**src/rtl/xcsg_pkg.sv**
```systemverilog
package xcsg_pkg;

  // Lattice limits and field widths
  localparam int MAX_SIDE = 16;
  localparam int COORD_W  = 4;
  localparam int SIZE_W   = 5;
  localparam int IDX_W    = 14;
  localparam int SXY_W    = 9;   // up to MAX_SIDE^2
  localparam int N_W      = 13;  // up to MAX_SIDE^3
  localparam int YT_W     = COORD_W + SIZE_W;
  localparam int ZT_W     = COORD_W + SXY_W;
  localparam int STEP_W   = 4;

  // Size register indexes
  localparam logic [1:0] REG_SIZE_X = 2'd0;
  localparam logic [1:0] REG_SIZE_Y = 2'd1;
  localparam logic [1:0] REG_SIZE_Z = 2'd2;

  // Stabilizer kinds
  localparam logic [1:0] ACT_XY   = 2'd0;
  localparam logic [1:0] ACT_XZ   = 2'd1;
  localparam logic [1:0] ACT_YZ   = 2'd2;
  localparam logic [1:0] ACT_CUBE = 2'd3;

  // Edge orientations
  localparam logic [1:0] ORIENT_X = 2'd0;
  localparam logic [1:0] ORIENT_Y = 2'd1;
  localparam logic [1:0] ORIENT_Z = 2'd2;

  // Last step of a request
  localparam logic [STEP_W-1:0] VERTEX_LAST = 4'd3;
  localparam logic [STEP_W-1:0] CUBE_LAST   = 4'd11;

  // Classified request, as queued between front and back
  typedef struct packed {
    logic [1:0]         act;
    logic               bad;
    logic [COORD_W-1:0] x;
    logic [COORD_W-1:0] xo;   // x+1 for a cube, x-1 for a vertex (wrapped)
    logic [YT_W-1:0]    yt;   // y * sx
    logic [YT_W-1:0]    yot;  // wrapped y neighbor * sx
    logic [ZT_W-1:0]    zt;   // z * sx * sy
    logic [ZT_W-1:0]    zot;  // wrapped z neighbor * sx * sy
    logic [IDX_W-1:0]   v;    // linear site index
  } entry_t;

  // Queue read side toward the back end
  typedef struct packed {
    logic   valid;
    entry_t data;
  } q_out_t;

endpackage

```
**src/rtl/xcsg_front.sv**
```systemverilog
module xcsg_front (
  input  logic                       clk,
  input  logic                       rst,
  input  logic                       in_valid,
  output logic                       in_stall,
  input  logic [1:0]                 action,
  input  logic [xcsg_pkg::COORD_W-1:0] coord_x,
  input  logic [xcsg_pkg::COORD_W-1:0] coord_y,
  input  logic [xcsg_pkg::COORD_W-1:0] coord_z,
  input  logic [xcsg_pkg::SIZE_W-1:0]  sx,
  input  logic [xcsg_pkg::SIZE_W-1:0]  sy,
  input  logic [xcsg_pkg::SIZE_W-1:0]  sz,
  input  logic [xcsg_pkg::SXY_W-1:0]   sxy,
  input  logic                       q_full,
  output logic                       push,
  output xcsg_pkg::entry_t           push_data
);
  import xcsg_pkg::*;

  logic               f_valid;
  logic [1:0]         f_act;
  logic [COORD_W-1:0] f_x, f_y, f_z;
  logic               is_cube;
  logic [COORD_W-1:0] xo, yo, zo;

  assign in_stall = f_valid && q_full;
  assign push     = f_valid && !q_full;

  // Register the request and hold it until it is pushed
  always_ff @(posedge clk) begin
    if (rst) begin
      f_valid <= 1'b0;
    end else if (in_valid && !in_stall) begin
      f_valid <= 1'b1;
    end else if (push) begin
      f_valid <= 1'b0;
    end
    if (in_valid && !in_stall) begin
      f_act <= action;
      f_x   <= coord_x;
      f_y   <= coord_y;
      f_z   <= coord_z;
    end
  end

  // Wrapped neighbor: +1 for a cube, -1 for a vertex
  function automatic logic [COORD_W-1:0] nb(input logic [COORD_W-1:0] c,
                                            input logic [SIZE_W-1:0] s,
                                            input logic up);
    logic [SIZE_W-1:0] cp;
    logic [SIZE_W-1:0] sm;
    cp = {1'b0, c} + 1'b1;
    sm = s - 1'b1;
    if (up) begin
      nb = (cp >= s) ? '0 : cp[COORD_W-1:0];
    end else begin
      nb = (c == '0) ? sm[COORD_W-1:0] : c - 1'b1;
    end
  endfunction

  // Classify: range check, neighbors and partial products
  always_comb begin
    is_cube = (f_act == ACT_CUBE);
    xo = nb(f_x, sx, is_cube);
    yo = nb(f_y, sy, is_cube);
    zo = nb(f_z, sz, is_cube);
    push_data.act = f_act;
    push_data.bad = ({1'b0, f_x} >= sx) || ({1'b0, f_y} >= sy) ||
                    ({1'b0, f_z} >= sz);
    push_data.x   = f_x;
    push_data.xo  = xo;
    push_data.yt  = YT_W'(f_y * sx);
    push_data.yot = YT_W'(yo * sx);
    push_data.zt  = ZT_W'(f_z * sxy);
    push_data.zot = ZT_W'(zo * sxy);
    push_data.v   = IDX_W'(f_z * sxy) + IDX_W'(f_y * sx) + IDX_W'(f_x);
  end

endmodule

```
**src/rtl/xcsg_queue.sv**
```systemverilog
module xcsg_queue (
  input  logic             clk,
  input  logic             rst,
  input  logic             push,
  input  xcsg_pkg::entry_t push_data,
  output logic             full,
  input  logic             pop,
  output xcsg_pkg::q_out_t q_out
);
  import xcsg_pkg::*;

  localparam int DEPTH = 2;

  entry_t     mem [DEPTH];
  logic       wr_ptr, rd_ptr;
  logic [1:0] count;

  assign full        = (count == 2'(DEPTH));
  assign q_out.valid = (count != '0);
  assign q_out.data  = mem[rd_ptr];

  // Store incoming request
  always_ff @(posedge clk) begin
    if (push) begin
      mem[wr_ptr] <= push_data;
    end
  end

  // Advance pointers and occupancy
  always_ff @(posedge clk) begin
    if (rst) begin
      wr_ptr <= 1'b0;
      rd_ptr <= 1'b0;
      count  <= '0;
    end else begin
      if (push) wr_ptr <= ~wr_ptr;
      if (pop)  rd_ptr <= ~rd_ptr;
      count <= count + 2'(push) - 2'(pop);
    end
  end

endmodule

```
**src/rtl/xcsg_back.sv**
```systemverilog
module xcsg_back (
  input  logic                         clk,
  input  logic                         rst,
  input  xcsg_pkg::q_out_t             q_out,
  output logic                         pop,
  input  logic [xcsg_pkg::N_W-1:0]     n_sites,
  output logic                         out_valid,
  input  logic                         out_stall,
  output logic                         matrix_select,
  output logic [xcsg_pkg::IDX_W-1:0]   row_index,
  output logic [xcsg_pkg::IDX_W-1:0]   qubit_index,
  output logic                         last,
  output logic                         bad_coordinate
);
  import xcsg_pkg::*;

  entry_t            cur;
  logic              cur_valid;
  logic [STEP_W-1:0] step;

  logic              is_cube, last_step, fire, use_o;
  logic [1:0]        orient;
  logic              use_xo, use_yo, use_zo;
  logic [IDX_W-1:0]  n_ext, obase, rbase, q_val, r_val;
  logic [1:0]        grp;

  assign is_cube   = (cur.act == ACT_CUBE);
  assign last_step = cur.bad || (is_cube ? (step == CUBE_LAST) : (step == VERTEX_LAST));
  assign fire      = cur_valid && (!out_valid || !out_stall);
  assign pop       = q_out.valid && (!cur_valid || (fire && last_step));
  assign n_ext     = IDX_W'(n_sites);
  assign grp       = step[3:2];
  assign use_o     = !step[0];

  // Pick the edge for this step
  always_comb begin
    if (is_cube) begin
      orient = grp;
      use_xo = (grp != ORIENT_X) && step[0];
      use_yo = ((grp == ORIENT_X) && step[0]) || ((grp == ORIENT_Z) && step[1]);
      use_zo = (grp != ORIENT_Z) && step[1];
    end else begin
      if (!step[1]) begin
        orient = (cur.act == ACT_YZ) ? ORIENT_Y : ORIENT_X;
      end else begin
        orient = (cur.act == ACT_XY) ? ORIENT_Y : ORIENT_Z;
      end
      use_xo = (orient == ORIENT_X) && use_o;
      use_yo = (orient == ORIENT_Y) && use_o;
      use_zo = (orient == ORIENT_Z) && use_o;
    end

    unique case (orient)
      ORIENT_X: obase = '0;
      ORIENT_Y: obase = n_ext;
      ORIENT_Z: obase = n_ext << 1;
      default:  obase = '0;
    endcase

    unique case (cur.act)
      ACT_XY:   rbase = '0;
      ACT_XZ:   rbase = n_ext;
      ACT_YZ:   rbase = n_ext << 1;
      ACT_CUBE: rbase = '0;
      default:  rbase = '0;
    endcase

    q_val = obase
          + IDX_W'(use_zo ? cur.zot : cur.zt)
          + IDX_W'(use_yo ? cur.yot : cur.yt)
          + IDX_W'(use_xo ? cur.xo : cur.x);
    r_val = rbase + cur.v;
  end

  // Load requests and step through their results
  always_ff @(posedge clk) begin
    if (rst) begin
      cur_valid <= 1'b0;
      step      <= '0;
    end else if (pop) begin
      cur_valid <= 1'b1;
      step      <= '0;
    end else if (fire) begin
      if (last_step) begin
        cur_valid <= 1'b0;
        step      <= '0;
      end else begin
        step <= step + 1'b1;
      end
    end
    if (pop) begin
      cur <= q_out.data;
    end
  end

  // Output register
  always_ff @(posedge clk) begin
    if (rst) begin
      out_valid <= 1'b0;
    end else if (fire) begin
      out_valid <= 1'b1;
    end else if (!out_stall) begin
      out_valid <= 1'b0;
    end
    if (fire) begin
      matrix_select  <= is_cube;
      row_index      <= cur.bad ? '0 : r_val;
      qubit_index    <= cur.bad ? '0 : q_val;
      last           <= last_step;
      bad_coordinate <= cur.bad;
    end
  end

endmodule

```
**src/rtl/xcube_stabilizer_support_gen_unit.sv**
```systemverilog
// X-cube stabilizer support generator. Each request (kind, x, y, z) produces
// the qubit support of one stabilizer on a periodic lattice sized by the
// size_x/size_y/size_z registers (values above 16 act as 16): four results
// for a planar vertex check, twelve for a cube check, or a single flagged
// result when a coordinate is not below its size. The back-end sequencer
// emits one result per cycle while the output is not stalled, and loads the
// next queued request as it emits the last result of the one before. Requests are
// registered, classified and queued two deep ahead of the sequencer, so
// new requests are taken while earlier ones are still being emitted.
// Write the size registers only with no request in flight.
module xcube_stabilizer_support_gen_unit (
  input  logic                           clk,
  input  logic                           rst,
  input  logic                           in_valid,
  output logic                           in_stall,
  input  logic [1:0]                     action,
  input  logic [xcsg_pkg::COORD_W-1:0]   coord_x,
  input  logic [xcsg_pkg::COORD_W-1:0]   coord_y,
  input  logic [xcsg_pkg::COORD_W-1:0]   coord_z,
  output logic                           out_valid,
  input  logic                           out_stall,
  output logic                           matrix_select,
  output logic [xcsg_pkg::IDX_W-1:0]     row_index,
  output logic [xcsg_pkg::IDX_W-1:0]     qubit_index,
  output logic                           last,
  output logic                           bad_coordinate,
  input  logic                           cfg_write,
  input  logic [1:0]                     cfg_index,
  input  logic [xcsg_pkg::SIZE_W-1:0]    cfg_data
);
  import xcsg_pkg::*;

  localparam logic [SIZE_W-1:0] SIDE_MAX = SIZE_W'(MAX_SIDE);

  logic [SIZE_W-1:0] size_x, size_y, size_z;
  logic [SIZE_W-1:0] sx, sy, sz;
  logic [SXY_W-1:0]  sxy;
  logic [N_W-1:0]    n_sites;
  logic              push, q_full, pop;
  entry_t            push_data;
  q_out_t            q_out;

  // Size registers
  always_ff @(posedge clk) begin
    if (rst) begin
      size_x <= SIDE_MAX;
      size_y <= SIDE_MAX;
      size_z <= SIDE_MAX;
    end else if (cfg_write) begin
      unique case (cfg_index)
        REG_SIZE_X: size_x <= cfg_data;
        REG_SIZE_Y: size_y <= cfg_data;
        REG_SIZE_Z: size_z <= cfg_data;
        default:    ;
      endcase
    end
  end

  // Clamp sizes
  assign sx = (size_x > SIDE_MAX) ? SIDE_MAX : size_x;
  assign sy = (size_y > SIDE_MAX) ? SIDE_MAX : size_y;
  assign sz = (size_z > SIDE_MAX) ? SIDE_MAX : size_z;

  // Plane and site counts, registered, one multiply per register
  always_ff @(posedge clk) begin
    if (rst) begin
      sxy     <= SXY_W'(MAX_SIDE * MAX_SIDE);
      n_sites <= N_W'(MAX_SIDE * MAX_SIDE * MAX_SIDE);
    end else begin
      sxy     <= SXY_W'(sx * sy);
      n_sites <= N_W'(sxy * sz);
    end
  end

  xcsg_front u_front (
    .clk       (clk),
    .rst       (rst),
    .in_valid  (in_valid),
    .in_stall  (in_stall),
    .action    (action),
    .coord_x   (coord_x),
    .coord_y   (coord_y),
    .coord_z   (coord_z),
    .sx        (sx),
    .sy        (sy),
    .sz        (sz),
    .sxy       (sxy),
    .q_full    (q_full),
    .push      (push),
    .push_data (push_data)
  );

  xcsg_queue u_queue (
    .clk       (clk),
    .rst       (rst),
    .push      (push),
    .push_data (push_data),
    .full      (q_full),
    .pop       (pop),
    .q_out     (q_out)
  );

  xcsg_back u_back (
    .clk            (clk),
    .rst            (rst),
    .q_out          (q_out),
    .pop            (pop),
    .n_sites        (n_sites),
    .out_valid      (out_valid),
    .out_stall      (out_stall),
    .matrix_select  (matrix_select),
    .row_index      (row_index),
    .qubit_index    (qubit_index),
    .last           (last),
    .bad_coordinate (bad_coordinate)
  );

endmodule

```
**config.mk**
```make
export PLATFORM = sky130hd
export DESIGN_NAME = xcube_stabilizer_support_gen_unit
export DESIGN_NICKNAME = d
export VERILOG_FILES = /design/src/rtl/xcsg_pkg.sv /design/src/rtl/xcsg_front.sv /design/src/rtl/xcsg_queue.sv /design/src/rtl/xcsg_back.sv /design/src/rtl/xcube_stabilizer_support_gen_unit.sv
export SDC_FILE = /design/constraint.sdc
export NUM_CORES = 1
export LEC_CHECK = 0
export BUFFER_PORTS_ARGS = -buffer_cell sky130_fd_sc_hd__buf_2
export CAP_MARGIN = 20
export CORE_MARGIN = 2
export CORE_UTILIZATION = 55
export DETAILED_ROUTE_END_ITERATION = 6
export GPL_ROUTABILITY_DRIVEN = 0
export PLACE_DENSITY = 0.82
export SLEW_MARGIN = 0
export SYNTH_ARGS = -nofsm -noshare
export SYNTH_HDL_FRONTEND = slang
export SYNTH_HIERARCHICAL = 1
export SYNTH_SLANG_ARGS = --single-unit
```
**constraint.sdc**
```tcl
create_clock -name clk -period 6.3 [get_ports clk]
set_input_delay 0.945 -clock clk [delete_from_list [all_inputs] [get_ports clk]]
set_output_delay 0.945 -clock clk [all_outputs]
set_load 0.005 [all_outputs]
```
# == After elaboration in Yosys (flattened, before gate mapping) ==
# Memories as Yosys holds them, arrays and structs flattened. A register that Yosys moved wholly into a read port is not among the register bits.
# Cells that the tools add are included.
# classes
multipliers,8
addsub,18
n_bitwise,2
n_lt_le_gt_ge,9
mux,36
n_reduce_logical,43
eq_ne,16
# op_table
op,count
14-bit adder,4
4-bit 2-to-1 mux,11
14-bit case mux with 3 select lines,1
4-bit by 9-bit multiplier with 13-bit output,3
14-bit case mux with 2 select lines,1
4-bit by 5-bit multiplier with 9-bit output,3
4-bit by 1-bit subtractor with 4-bit output (second input constant),6
2-bit equality test (second input constant),8
4-bit by 1-bit adder with 5-bit output (second input constant),3
4-bit by 5-bit >= comparator with 1-bit output,3
5-bit >= comparator,3
5-bit greater-than comparator (second input constant),3
5-bit 2-to-1 mux,3
13-bit by 9-bit adder with 14-bit output,1
14-bit by 4-bit adder with 14-bit output,1
1-bit 2-to-1 mux,14
1-bit logical AND,13
9-bit by 5-bit multiplier with 13-bit output,1
13-bit 2-to-1 mux,1
4-bit logical NOT,3
2-bit nonzero test,5
5-bit by 5-bit multiplier with 9-bit output,1
9-bit 2-to-1 mux,1
2-bit by 1-bit equality test with 1-bit output (second input constant),4
14 further kinds,35
# word_totals
output_inout_bits,33
n_memories,1
ff_bits,93
elab_cells,154
ram_bits,138
# memory_table
name,depth,word_bits,rd,rd_ports_with_merged_regs,write_ports,line_no,source
u_queue.mem,2,69,1,1,1,xcsg_queue.sv:14,entry_t mem [DEPTH];

# == Longest topological paths before layout ==
# Gate-level depths: netlist of the first run.
# logic_depth
ltp_word,11
ltp_mapped,20
mapped_depth_nobuf,19

# == Modules after synthesis ==
# The synthesis of the first run kept the hierarchy.
# modules_own_cells
module,n_inst,cells_per_inst,area_per_inst_um2
xcsg_front,1,747,6513.7
xcsg_back,1,462,5870.6
xcsg_queue,1,236,5240.0
xcube_stabilizer_support_gen_unit,1,368,3258.1

# == Worst setup path after synthesis of the first run ==
# Ideal clock, no wire load.
# synth_path
path_type,reg-to-reg
startpoint,register u_front.f_z[1]
endpoint,"memory u_queue/mem[0][25] (netlist bit), data pin"
n_path_buf,1
setup_ns,0.265
arrival_ns,4.645
slack_ns,1.390
path_stages_with_launch,20
cell_sequence,edfxtp_1 -> clkbuf_1 -> inv_1 -> ha_1 -> nor3b_2 -> mux2i_1 -> ha_1 -> xnor2_1 -> a22oi_1 -> nor2b_1 -> fa_1 -> inv_1 -> fa_1 -> inv_1 -> ha_1 -> a21o_1 -> a21o_1 -> a2111oi_2 -> mux2i_1 -> nand2_1
# synth_lines
element,line_no,source
start: declaration,xcsg_front.sv:22,"logic [COORD_W-1:0] f_x, f_y, f_z;"
start signal: assignment,xcsg_front.sv:42,f_z <= coord_z;
end: declaration,xcsg_queue.sv:14,

==> impl_metrics.json, run 1 <==
{
  "ys.flop_type": "edfxtp_1",
  "grt_max_degree": 73,
  "finalHoldViolCount": 0,
  "fillers": 2893,
  "fin_cells": 2407,
  "dr_total_vias": 13900,
  "area.growth.synth_to_final_pct": 9.22,
  "async_reset_ff_frac": 0,
  "clock_skew_ps": 8.58,
  "port_buffers": 58,
  "ctsRootBufferMaster": "clkbuf_16",
  "critPathKind": "reg2reg",
  "ir_worst_vdd_uv": 254,
  "whs_ps": 484,
  "die_h_microns": 199,
  "syn_area_per_cell_sq_um": 11.5,
  "clk_pin_slew_ps": 60,
  "overflow": 0,
  "synth_cell_types": 83,
  "antenna_found_initial": 3,
  "cts_hold_buf": 0,
  "worst-path-buf-inv": 1,
  "htree_levels": 1,
  "r2r_slack_ps": 980,
  "routed_via_density": 5.76,
  "min_period_over_period": 0.845,
  "status": "completed",
  "grt_pass1_vias": 14000,
  "syn_area_sq_mm": 0.0209,
  "cts_buffers": 31,
  "cp-end-kind": "register",
  "cts_tree": "built",
  "synth_cells": 1813,
  "max_freq_ghz": 0.188,
  "rows": 71,
  "cp_common_cell": "fa_1",
  "wl_per_cell_microns": 18.7,
  "grt_pass1_wl_microns": 72400,
  "cts.repair.resized": 0,
  "drc": 0,
  "grt_use_total": 0.234,
  "ys_seq_area_frac": 0.409,
  "crit_slowest_cell": "edfxtp_1",
  "path_cells": "inv_1 > ha_1 > nor3b_2 > mux2i_1 > ha_1 > o2bb2ai_1 > nand2_1 > fa_1 > fa_1 > fa_1 > nor2b_1 > o31ai_1 > a211oi_1 > mux2i_1 > o2111ai_1",
  "insertion_delay_ps": 590,
  "hold_path_class": "reg2reg",
  "critical_path_required_ps": 6610,
  "drt_first_pass_iters": 6,
  "fin_ws_ps": 978,
  "finalMaxSlewViolations": 0,
  "synth_top_cell_by_area": "edfxtp_1",
  "clock_path_buffers": 3,
  "worst_pin_slew_ps": 1130,
  "netlist_top_cells_area": "edfxtp_1, ha_1, fa_1",
  "postCtsSetupBuffers": 0,
  "dpl.hpwl_microns": 33500,
  "final_antenna_net_count": 0,
  "place_ws_ps": 1090,
  "place_inst": 2349,
  "power_density_mw_per_mm2": 321,
  "cp_max_fo": 13,
  "io_pins": 59,
  "p_total_mw": 7.33,
  "finalWirelength_microns": 45000,
  "nets": 2224,
  "rsz0062_at_grt": "no",
  "slew_headroom": 0.240,
  "layout-drive-gt1-share": 0.123,
  "start_kind": "register",
  "drt_iter0_markers": 1238,
  "core_area_sq_mm": 0.0375,
  "syn-num-nets": 2166,
  "setup_viol_count_final": 0,
  "slowest_delay_ps": 570,
  "finalCriticalPeriod_ps": 5320,
  "cp_top_family": "adder cells",
  "yosysWarnings": 6,
  "setup_tns_ps": 0,
  "synth_seq_cells": 301,
  "maxCapViolations": 0,
  "die_area_sq_mm": 0.0395,
  "synth_top_area_frac": 0.362,
  "power_leakage_nw": 10.0,
  "cts_sinks": 301,
  "arrival_ps": 5640,
  "synth_edf_count": 252,
  "die_w_microns": 199,
  "start_util": 0.557
}
## synthesized netlist by cell type (9+ instances only)
library cell	number
nand2_1	83
a22o_1	18
a21o_1	30
a211oi_1	21
inv_1	214
nor2_1	120
edfxtp_1	252
xor2_1	23
and2_1	99
dfxtp_1	49
clkbuf_1	26
mux2_4	18
buf_2	10
nand3_1	21
mux2_2	74
mux2i_1	25
and3_1	9
a21oi_1	55
ha_1	210
nor2b_1	40
nor3_1	21
a22oi_1	15
o21ai_0	27
o21a_1	13
fa_1	117
nand2b_1	21
xnor2_1	46
## state kept, by name, indices dropped and copies added (netlist names), 2 cells and up, named ones only
signal,count
u_queue/mem,138
u_back/cur,69
u_back/qubit_index,14
u_back/row_index,14
n_sites,13
sxy,9
size_x,5
size_y,5
size_z,5
u_back/step,4
u_front/f_x,4
u_front/f_y,4
u_front/f_z,4
u_front/f_act,2
u_queue/count,2
## worst paths after layout
path | from | endpoint | depth (start not counted)
worst max-delay path | u_front/f_z[0]$_DFFE_PP_ | u_queue/mem[0][26]$_DFFE_PP_ | 15
worst min-delay path | size_x[3]$_SDFFE_PP0P_ | size_x[3]$_SDFFE_PP0P_ | 2
worst max register to register | u_front/f_z[0]$_DFFE_PP_ | u_queue/mem[0][26]$_DFFE_PP_ | 15
worst min register to register | size_x[3]$_SDFFE_PP0P_ | size_x[3]$_SDFFE_PP0P_ | 2
## stage by stage
step,cell area (sq um),util
finish,22800,0.608
global route,22800,0.608
CTS,22800,0.608
detailed placement,21700,0.579
global placement,21700,0.578
floorplan,20900,-
## kinds of logic after synthesis
logic type	Yosys count	share of synthesized area
AOI/OAI and AO/OA	266	0.0890
xor gates and xnor gates	70	0.0300
adders and majority gates	327	0.238
buffers and inverters	260	0.0498
DFF	301	0.409
muxes	118	0.0654
and+or+nand+nor	471	0.119
## routing by layer
layer | track usage | up-vias | wire length (microns)
li1 | - | 6454 | -
met1 | 0.312 | 6806 | 19400
met2 | 0.404 | 503 | 21900
met3 | 0.0259 | 96 | 2520
met4 | 0.0683 | 0 | 1230
met5 | 0 | - | 0
## final cells by class
class | instances | area [sq um] | area share
repair buffers | 70 | 400 | 0.0176
clock inverters | 25 | 324 | 0.0142
inverters | 215 | 807 | 0.0354
clock buffers | 32 | 779 | 0.0342
flip-flops and latches | 301 | 8550 | 0.375
multi-input cells | 1252 | 11300 | 0.496
diodes | 1 | 2.50 | 0.000110
well taps | 511 | 639 | 0.0280
## where the power goes
group	internal, mW	switching (mW)
logic	1.04	1.46
clock network	1.19	0.775
registers	2.71	0.155
## worst reg2reg max path: cells and delay by family (launching register included)
family,cells,cell delay (ps)
AND/OR/NAND/NOR,3,630
adder cells (fa/ha/maj),5,1970
flip-flops,1,570
AO/OA/AOI/OAI,4,1100
buffers and inverters,1,210
multiplexers,2,560
## layout by cell type, fill, tap and decap left out, drive strengths merged, types with 9 or more instances in the layout
| cell type | netlist | final |
|---|---|---|
| xnor2 | 46 | 46 |
| a22oi | 15 | 15 |
| o21ai | 34 | 34 |
| nand2 | 84 | 84 |
| nor2 | 120 | 120 |
| dfxtp | 49 | 49 |
| ha | 210 | 210 |
| xor2 | 23 | 23 |
| clkbuf | 26 | 32 |
| nor3b | 10 | 10 |
| and3 | 9 | 9 |
| a21o | 30 | 30 |
| a211oi | 22 | 22 |
| a21boi | 12 | 12 |
| mux2i | 25 | 25 |
| a22o | 19 | 19 |
| edfxtp | 252 | 252 |
| buf | 18 | 70 |
| clkinv | 0 | 13 |
| mux2 | 93 | 93 |
| and2 | 99 | 99 |
| a21oi | 56 | 56 |
| nand3 | 21 | 21 |
| nand2b | 21 | 21 |
| o21a | 13 | 13 |
| fa | 117 | 117 |
| nor2b | 42 | 42 |
| inv | 215 | 218 |
| nor3 | 21 | 21 |
(Power assumes the default switching activity.)
==> inputs of run 2 (changes only) <==
clock period = 5.25 ns   (was 6.3 ns; I/O delays follow)
==> impl_metrics.json, run 2 (synthesized netlist as in run 1, its figures left out) <==
{
  "slew_headroom": 0.295,
  "hold_path_class": "in2reg",
  "dpl-instance-area_sq_mm": 0.0219,
  "clock_path_buffers": 3,
  "critical_path_required_ps": 5590,
  "routed_via_density": 5.58,
  "antenna_found_initial": 0,
  "wl_per_cell_microns": 18.0,
  "start_kind": "register",
  "nets": 2246,
  "die_area_sq_mm": 0.0395,
  "finalHoldViolCount": 0,
  "min_period_over_period": 0.960,
  "port_buffers": 58,
  "die_h_microns": 199,
  "clk_pin_slew_ps": 60,
  "worst_pin_slew_ps": 1030,
  "overflow": 0,
  "cp_max_fo": 11,
  "cts_buffers": 31,
  "die_w_microns": 199,
  "fillers": 2930,
  "wl_met3_microns": 2430,
  "wl_met2_microns": 20900,
  "finalWirelength_microns": 43600,
  "rows": 71,
  "wl_met1_microns": 18900,
  "clock_skew_ps": 11.9,
  "drt_first_pass_iters": 7,
  "cp-end-kind": "register",
  "ir_worst_vdd_uv": 401,
  "cts_sinks": 301,
  "finalCriticalPeriod_ps": 5040,
  "status": "completed",
  "grt_max_degree": 70,
  "final_antenna_net_count": 0,
  "diodes": 0,
  "critPathKind": "reg2reg",
  "postCtsSetupBuffers": 0,
  "insertion_delay_ps": 590,
  "power_density_mw_per_mm2": 382,
  "max_freq_ghz": 0.199,
  "power_leakage_nw": 10.1,
  "largestRegisters": "u_queue/mem: 138 flops, u_back/cur: 69 flops",
  "fin_area_sq_mm": 0.0230,
  "dr_total_vias": 13600,
  "fin_cells": 2429,
  "drc": 0,
  "topRoutingLayerUsed": "met4",
  "regMostFlops": "u_queue/mem",
  "final_common_cell": "edfxtp_1",
  "place_inst": 2370,
  "core_area_sq_mm": 0.0375,
  "start_util": 0.557,
  "area.growth.synth_to_final_pct": 10.2,
  "p_total_mw": 8.79,
  "arrival_ps": 5380,
  "io_pins": 59,
  "final_cell_mix": "edfxtp_1, inv_1, ha_1",
  "largest_reg_flops": 138,
  "grt_pass1_wl_microns": 71000,
  "rsz0062_at_grt": "yes",
  "setup_viol_count_final": 0,
  "layout-drive-gt1-share": 0.140,
  "ctsRootBufferMaster": "clkbuf_16",
  "drt_iter0_markers": 1018,
  "finalMaxSlewViolations": 0,
  "maxCapViolations": 0,
  "htree_levels": 1,
  "grt_use_total": 0.228,
  "cts_tree": "built",
  "grt_pass1_vias": 14000,
  "dpl.hpwl_microns": 32700
}
-- run 2: cell types whose count changed in the layout (fill, tap and decap cells not counted), sizes merged, moves of 2 or more --
| cell | before | now |
|---|---|---|
| clkinv | 13 | 10 |
| inv | 218 | 216 |
| buf | 70 | 92 |
| clkbuf | 32 | 41 |
| bufinv | 7 | 3 |
-- run 2: path summary, 6_finish.rpt --
| path | startpoint | endpoint | slack, ps | cells past startpoint |
|---|---|---|---|---|
| hold reg to reg | size_x[3]$_SDFFE_PP0P_ | size_x[3]$_SDFFE_PP0P_ | 490 | 2 |
| setup / recovery | u_back/cur[67]$_DFFE_PP_ | u_back/qubit_index[10]$_SDFFCE_PP0P_ | 210 | 17 |
| hold / removal | action[1] | u_front/f_act[1]$_DFFE_PP_ | 370 | 1 |
| setup reg to reg | u_back/cur[67]$_DFFE_PP_ | u_back/qubit_index[10]$_SDFFCE_PP0P_ | 210 | 17 |
-- run 2: area by class of cell --
| class | count | area [sq um] | share of cell area |
|---|---|---|---|
| Clock inverter | 17 | 189 | 0.00821 |
| Tap cell | 511 | 639 | 0.0278 |
| Sequential cell | 301 | 8550 | 0.372 |
| Clock buffer | 41 | 885 | 0.0384 |
| Inverter | 215 | 807 | 0.0351 |
| Multi-Input combinational cell | 1252 | 11400 | 0.494 |
| Timing Repair Buffer | 92 | 578 | 0.0251 |
-- run 2: per-stage QoR --
| stage | utilization | hold slack (ps) | setup WS, ps | setup TNS (ps) |
|---|---|---|---|---|
| 2_1_floorplan | - | 452 | 340 | 0 |
| 3_3_place_gp | 0.582 | 475 | 257 | 0 |
| 3_5_place_dp | 0.583 | 485 | 101 | 0 |
| 4_1_cts | 0.612 | 346 | 84.8 | 0 |
| 5_1_grt | 0.614 | 361 | -6.69 | -10.8 |
| 6_report | 0.614 | 367 | 212 | 0 |
-- run 2: critical path, stage by stage (launching register included) --
cell and delay [ps]:
edfxtp_1 470, nor2b_2 210, or2_1 250, a22o_1 220, inv_1 90, ha_1 230
buf_4 210, a22oi_1 90, or2_2 310, fa_1 490, fa_1 550, inv_1 40
ha_1 380, o21ai_0 200, nor2_1 90, o31a_1 340, a221oi_2 270, mux2_2 360
-- run 2: timing repair --
item / CTS / global route
endpoints found under the setup margin: 0 / 14
gates resized for setup: 0 / 14
hold buffers: 0 / 0
-- run 2: metal layers --
layer | vias to the layer above | GRT usage
met4 | 0 | 0.0749
met2 | 424 | 0.388
met3 | 81 | 0.0298
met5 | - | 0
met1 | 6552 | 0.304
li1 | 6503 | -
-- run 2: where the power goes --
| part | total (mW) | switching (mW) | leakage, nW | internal [mW] |
|---|---|---|---|---|
| clock | 2.26 | 0.924 | 0.518 | 1.34 |
| combinational | 3.11 | 1.81 | 6.86 | 1.30 |
| sequential | 3.43 | 0.179 | 2.75 | 3.25 |
| total | 8.79 | 2.91 | 10.1 | 5.88 |
